**src/hdl/bda_pkg.sv**
```systemverilog
// ----------------------------------------------------------------------------
// bda_pkg: shared types and constants for the decimal ASCII converter
// Holds the value width, the digit register layout, the ASCII code for zero
// and the sequencer state type.
// ----------------------------------------------------------------------------
package bda_pkg;

   localparam int VALUE_WIDTH = 64;
   localparam int CNT_W       = $clog2(VALUE_WIDTH);
   localparam int MAX_DIGITS  = 20;
   localparam int BCD_W       = 4 * MAX_DIGITS;
   localparam int NDIG_W      = $clog2(MAX_DIGITS + 1);
   localparam int LEN_W       = 6;
   localparam int CHAR_W      = 6;
   localparam int REQ_DATA_W  = ((VALUE_WIDTH + LEN_W + 7) / 8) * 8;
   localparam int RSP_DATA_W  = 8;

   localparam logic [CHAR_W-1:0] ASCII_ZERO = CHAR_W'(48);

   typedef enum logic [1:0] {
      ST_IDLE,
      ST_CONV,
      ST_TRIM,
      ST_EMIT
   } state_type;

endpackage

```
**src/hdl/binary_to_decimal_ascii_unit.sv**
```systemverilog
// ----------------------------------------------------------------------------
// binary_to_decimal_ascii_unit: unsigned binary to decimal ASCII digits
// Converts one value with a shift-and-add-3 unit, one bit per cycle, strips
// leading zeros and then streams the digits most significant first, or a
// single failure result when the digits and a terminator do not fit.
// ----------------------------------------------------------------------------
// Steps: accept the request, convert the value bit by bit, then strip leading
// zeros and check the length against the buffer, n = digit count.
// Results follow at one per cycle while rsp_tready is high: n digits, or one failure result.
// No new request is taken until the last result has been accepted.
// Reset clears the sequencer only; the data registers are not reset.
module binary_to_decimal_ascii_unit (
   input  logic                                clock,
   input  logic                                reset,
   // req_tdata: value [63:0], buffer_length [69:64], zero fill above
   input  logic [bda_pkg::REQ_DATA_W-1:0]      req_tdata,
   input  logic                                req_tvalid,
   output logic                                req_tready,
   // rsp_tdata: digit_char [5:0], zero fill above
   output logic [bda_pkg::RSP_DATA_W-1:0]      rsp_tdata,
   // rsp_tuser: ok [0]
   output logic [0:0]                          rsp_tuser,
   output logic                                rsp_tlast,
   output logic                                rsp_tvalid,
   input  logic                                rsp_tready
);
   import bda_pkg::*;

   state_type               state_ff, state_in;
   logic [VALUE_WIDTH-1:0]  bin_ff, bin_in;
   logic [BCD_W-1:0]        bcd_ff, bcd_in;
   logic [CNT_W-1:0]        cnt_ff, cnt_in;
   logic [NDIG_W-1:0]       ndig_ff, ndig_in;
   logic [LEN_W-1:0]        len_ff, len_in;
   logic                    fail_ff, fail_in;

   logic                    req_fire;
   logic                    rsp_fire;
   logic                    conv_done;
   logic                    top_zero;
   logic                    last_item;
   logic [3:0]              top_nib;
   logic [BCD_W-1:0]        bcd_adj;

   assign req_fire  = req_tvalid && req_tready;
   assign rsp_fire  = rsp_tvalid && rsp_tready;
   assign conv_done = (cnt_ff == CNT_W'(VALUE_WIDTH - 1));
   assign top_nib   = bcd_ff[BCD_W-1 -: 4];
   assign top_zero  = (top_nib == 4'd0) && (ndig_ff > NDIG_W'(1));
   assign last_item = fail_ff || (ndig_ff == NDIG_W'(1));

   // Add 3 to every decimal digit of 5 or more before the next left shift.
   always_comb begin
      logic [3:0] nib;
      bcd_adj = '0;
      for (int i = 0; i < MAX_DIGITS; i++) begin
         nib = bcd_ff[4*i +: 4];
         bcd_adj[4*i +: 4] = (nib >= 4'd5) ? nib + 4'd3 : nib;
      end
   end

   always_comb begin
      state_in = state_ff;
      case (state_ff)
         ST_IDLE: begin
            if (req_fire) state_in = ST_CONV;
         end
         ST_CONV: begin
            if (conv_done) state_in = ST_TRIM;
         end
         ST_TRIM: begin
            if (!top_zero) state_in = ST_EMIT;
         end
         ST_EMIT: begin
            if (rsp_fire && last_item) state_in = ST_IDLE;
         end
         default: state_in = ST_IDLE;
      endcase
   end

   always_comb begin
      req_tready = 1'b0;
      rsp_tvalid = 1'b0;
      case (state_ff)
         ST_IDLE: req_tready = 1'b1;
         ST_EMIT: rsp_tvalid = 1'b1;
         default: begin
            req_tready = 1'b0;
            rsp_tvalid = 1'b0;
         end
      endcase
      rsp_tdata    = '0;
      rsp_tdata[CHAR_W-1:0] = fail_ff ? '0 : ASCII_ZERO + CHAR_W'(top_nib);
      rsp_tuser[0] = !fail_ff;
      rsp_tlast    = last_item;
   end

   always_comb begin
      bin_in  = bin_ff;
      bcd_in  = bcd_ff;
      cnt_in  = cnt_ff;
      ndig_in = ndig_ff;
      len_in  = len_ff;
      fail_in = fail_ff;
      case (state_ff)
         ST_IDLE: begin
            bin_in = req_tdata[VALUE_WIDTH-1:0];
            len_in = req_tdata[VALUE_WIDTH +: LEN_W];
            bcd_in = '0;
            cnt_in = '0;
         end
         ST_CONV: begin
            bcd_in  = {bcd_adj[BCD_W-2:0], bin_ff[VALUE_WIDTH-1]};
            bin_in  = {bin_ff[VALUE_WIDTH-2:0], 1'b0};
            cnt_in  = cnt_ff + CNT_W'(1);
            ndig_in = NDIG_W'(MAX_DIGITS);
         end
         ST_TRIM: begin
            if (top_zero) begin
               bcd_in  = {bcd_ff[BCD_W-5:0], 4'd0};
               ndig_in = ndig_ff - NDIG_W'(1);
            end else begin
               // One byte beyond the digits is kept for the terminator.
               fail_in = (len_ff == '0) ||
                         ((LEN_W'(ndig_ff) + LEN_W'(1)) > len_ff);
            end
         end
         ST_EMIT: begin
            if (rsp_fire) begin
               bcd_in  = {bcd_ff[BCD_W-5:0], 4'd0};
               ndig_in = ndig_ff - NDIG_W'(1);
            end
         end
         default: begin
            bin_in = bin_ff;
         end
      endcase
   end

   always_ff @(posedge clock) begin
      if (reset) begin
         state_ff <= ST_IDLE;
      end else begin
         state_ff <= state_in;
      end
   end

   always_ff @(posedge clock) begin
      bin_ff  <= bin_in;
      bcd_ff  <= bcd_in;
      cnt_ff  <= cnt_in;
      ndig_ff <= ndig_in;
      len_ff  <= len_in;
      fail_ff <= fail_in;
   end

endmodule

```
**config.mk**
```make
export PLATFORM = sky130hd
export DESIGN_NAME = binary_to_decimal_ascii_unit
export DESIGN_NICKNAME = d
export VERILOG_FILES = /design/src/hdl/bda_pkg.sv /design/src/hdl/binary_to_decimal_ascii_unit.sv
export SDC_FILE = /design/constraint.sdc
export NUM_CORES = 1
export LEC_CHECK = 0
export CAP_MARGIN = 0
export CORE_UTILIZATION = 50
export DETAILED_ROUTE_END_ITERATION = 8
export DONT_BUFFER_PORTS = 1
export GPL_TIMING_DRIVEN = 0
export HOLD_SLACK_MARGIN = 0.03
export PLACE_DENSITY = 0.7
export SLEW_MARGIN = 10
export SYNTH_ARGS = -nofsm -noshare
export SYNTH_HDL_FRONTEND = slang
export SYNTH_SLANG_ARGS = --single-unit
```
**constraint.sdc**
```tcl
create_clock -name clock -period 5.3 [get_ports clock]
set_input_delay 0 -clock clock [delete_from_list [all_inputs] [get_ports clock]]
set_output_delay 0 -clock clock [all_outputs]
set_load 0.1 [all_outputs]
```
==> qor.csv <==
metric,value,unit
drtAntennaViolNets,0,
htreeDepth,4,
async_flop_share,0,
pin_count,88,
cp_max_fo,10,
muxShareOfSynthArea,0.104,
areaGrowthSynthToFinish,18.9,%
grt_pass1_wl,31600,µm
fin_ws,2.14,ns
vias,6139,
min_period,3.16,ns
skew,0.00983,ns
timing_hold_violations_final,0,
outcome,"finished, final reports clean",
synth_compound_area_frac,0.112,
drive_above_1_share,0.171,
fmax,0.317,GHz
start_kind,flop,
clock-sinks,164,
slew_violations,0,
cts_hold_buf,73,
tns,0,ns
synthCells,734,
timing.final.crit_share,0.596,
setup_viol_count_final,0,
hold_class,in -> reg,
yosysWarnings,0,
cts_max_path_buffers,2,
drt_iter0_drc,432,
viasPerCell,5.74,
grt_overflow,0,
cap_viol_max_count,0,
cts_setup_buffers,0,
cts-root-buf,clkbuf_16,
grt_pass1_vias,6374,
relSlewSlack,0.139,
synth-edff-count,162,
place.gp.congestion,0.840,
cts_resized,0,
ys_seq_area_frac,0.546,
worst_pin_slew,1.29,ns
vdd_drop_max,0.000278,V
core.rowCount,48,
ys_types,47,
dr.pass1.iters,5,
synth_area_per_cell,12.2,µm²
n_antenna_cell,0,
rrSetupSlack,2.14,ns
antenna_found_initial,0,
final_cells,1069,
synth-adder-area-share,0.0752,
syn-cell-area,0.00899,mm²
start_util,0.516,
final_cell_mix,"edfxtp_1 (162), mux2_2 (82), dlygate4sd3_1 (73), inv_1 (61), o21ai_0 (54)",
track_usage,0.224,
clock_latency,0.44,ns
avgRoutedWirePerCell,18.3,µm
powerDensity,462,mW/mm²
multi_input_area,0.00372,mm²
dp_slack,2.15,ns
dp_cells,964,
dp_hpwl,12600,µm
coreArea,0.0174,mm²
die_w,136,µm
drc_errors,0,
crit_path_end_kind,flop,
grt_max_degree,48,
leakage,3.89,nW
path_class,reg -> reg,
utilization,0.614,
final.fill_count,1323,
drt-total-wl,19500,µm
seqCellArea,0.00490,mm²
yosys_register_bits,164,
cts_made_buffers,17,
die-area,0.0185,mm²
layout_commonest_cell,edfxtp_1,
synth-xor-area-share,0.0380,
rsz0062_at_grt,no,
synth_flop_cell,edfxtp_1,
synth_top_family_by_area,compound AO/OA/AOI/OAI gates,
cp.arrival,3.44,ns
layout.nets,961,
yosys.area_share.simple,0.0807,
hold_slack,0.0585,ns
cp_data_required_time,5.58,ns
clk_transition_reported_paths,0.07,ns
die_y,136,µm
io_buffers,0,
cts_tree,done,
[where the power goes]
group | switching (mW) | total, mW | internal (mW) | leakage, nW
combinational | 0.880 | 1.52 | 0.637 | 1.78
clock | 0.584 | 1.21 | 0.624 | 0.277
sequential | 0.208 | 2.21 | 2.00 | 1.83
total | 1.67 | 4.94 | 3.26 | 3.89
[Yosys cell counts (4+ instances only)]
cell type | instances | area [µm²]
clkbuf_1 | 13 | 48.8
nor2b_1 | 7 | 43.8
mux2_2 | 82 | 923
nor2_1 | 14 | 52.6
nand2b_1 | 21 | 131
ha_1 | 54 | 676
xor2_1 | 12 | 105
xnor2_1 | 27 | 236
buf_2 | 10 | 50.1
buf_4 | 4 | 30.0
o21ai_0 | 54 | 270
nand2_1 | 44 | 165
nor3_1 | 4 | 20.0
and2_1 | 4 | 25.0
o22ai_1 | 29 | 181
a21o_1 | 6 | 45.0
o32ai_1 | 10 | 87.6
nand3_1 | 6 | 30.0
nor3b_1 | 24 | 180
a21oi_1 | 49 | 245
inv_1 | 61 | 229
edfxtp_1 | 162 | 4860
o41ai_1 | 4 | 35.0
[cell families (layout without fill, tap and decap cells)]
family	count (synthesis)	in the layout
buffers and inverters	92	201
and+or+nand+nor	133	133
AOI/OAI and AO/OA	168	168
DFF	164	164
muxes	83	83
xor gates and xnor gates	39	39
other	1	2
adders and majority gates	54	54
[routing by layer]
metal / vias up / GRT usage / routed length, µm
met1: 3024 / 0.266 / 8220
met2: 185 / 0.390 / 9870
li1: 2900 / - / -
met3: 30 / 0.0567 / 1090
met5: - / 0 / 0
met4: 0 / 0.0833 / 348
[sequential cells by signal (all words and copies together) (netlist names)]
name,cells
bcd_ff,80
bin_ff,64
cnt_ff,6
fail_ff,1
len_ff,6
ndig_ff,5
state_ff,2
[layout make-up]
type	count	area share
inverter	61	0.0214
sequential	164	0.459
clock buffer	17	0.0398
tap	225	0.0263
timing repair buffer	77	0.0772
buffer	31	0.0156
clock inverter	15	0.0131
multi-input combinational	479	0.348
[worst max-delay path: stages (launching register included)]
cell and delay [ns]:
dfxtp_1 0.39, ha_1 1.04, nor2_1 0.28, nor2_1 0.43
clkbuf_1 0.58, nand2_1 0.16, o21ai_0 0.11
[final timing paths]
check	from	endpoint	cells past startpoint
worst max-delay path	state_ff[0]$_SDFFE_PP0P_	bcd_ff[42]$_DFFE_PP_	6
worst min-delay path	rsp_tready	bcd_ff[79]$_DFFE_PP_	2
worst max register to register	state_ff[0]$_SDFFE_PP0P_	bcd_ff[42]$_DFFE_PP_	6
worst min register to register	state_ff[1]$_SDFFE_PP0P_	state_ff[1]$_SDFFE_PP0P_	2
[through the flow]
stage / area (µm²) / power, mW
global placement: 9280 / 3.54
CTS: 10700 / 4.91
global route: 10700 / 5.18
finish: 10700 / 4.94
detailed placement: 9400 / 3.66
floorplan: 9000 / 3.27
Power figures use the tool's default switching activity.
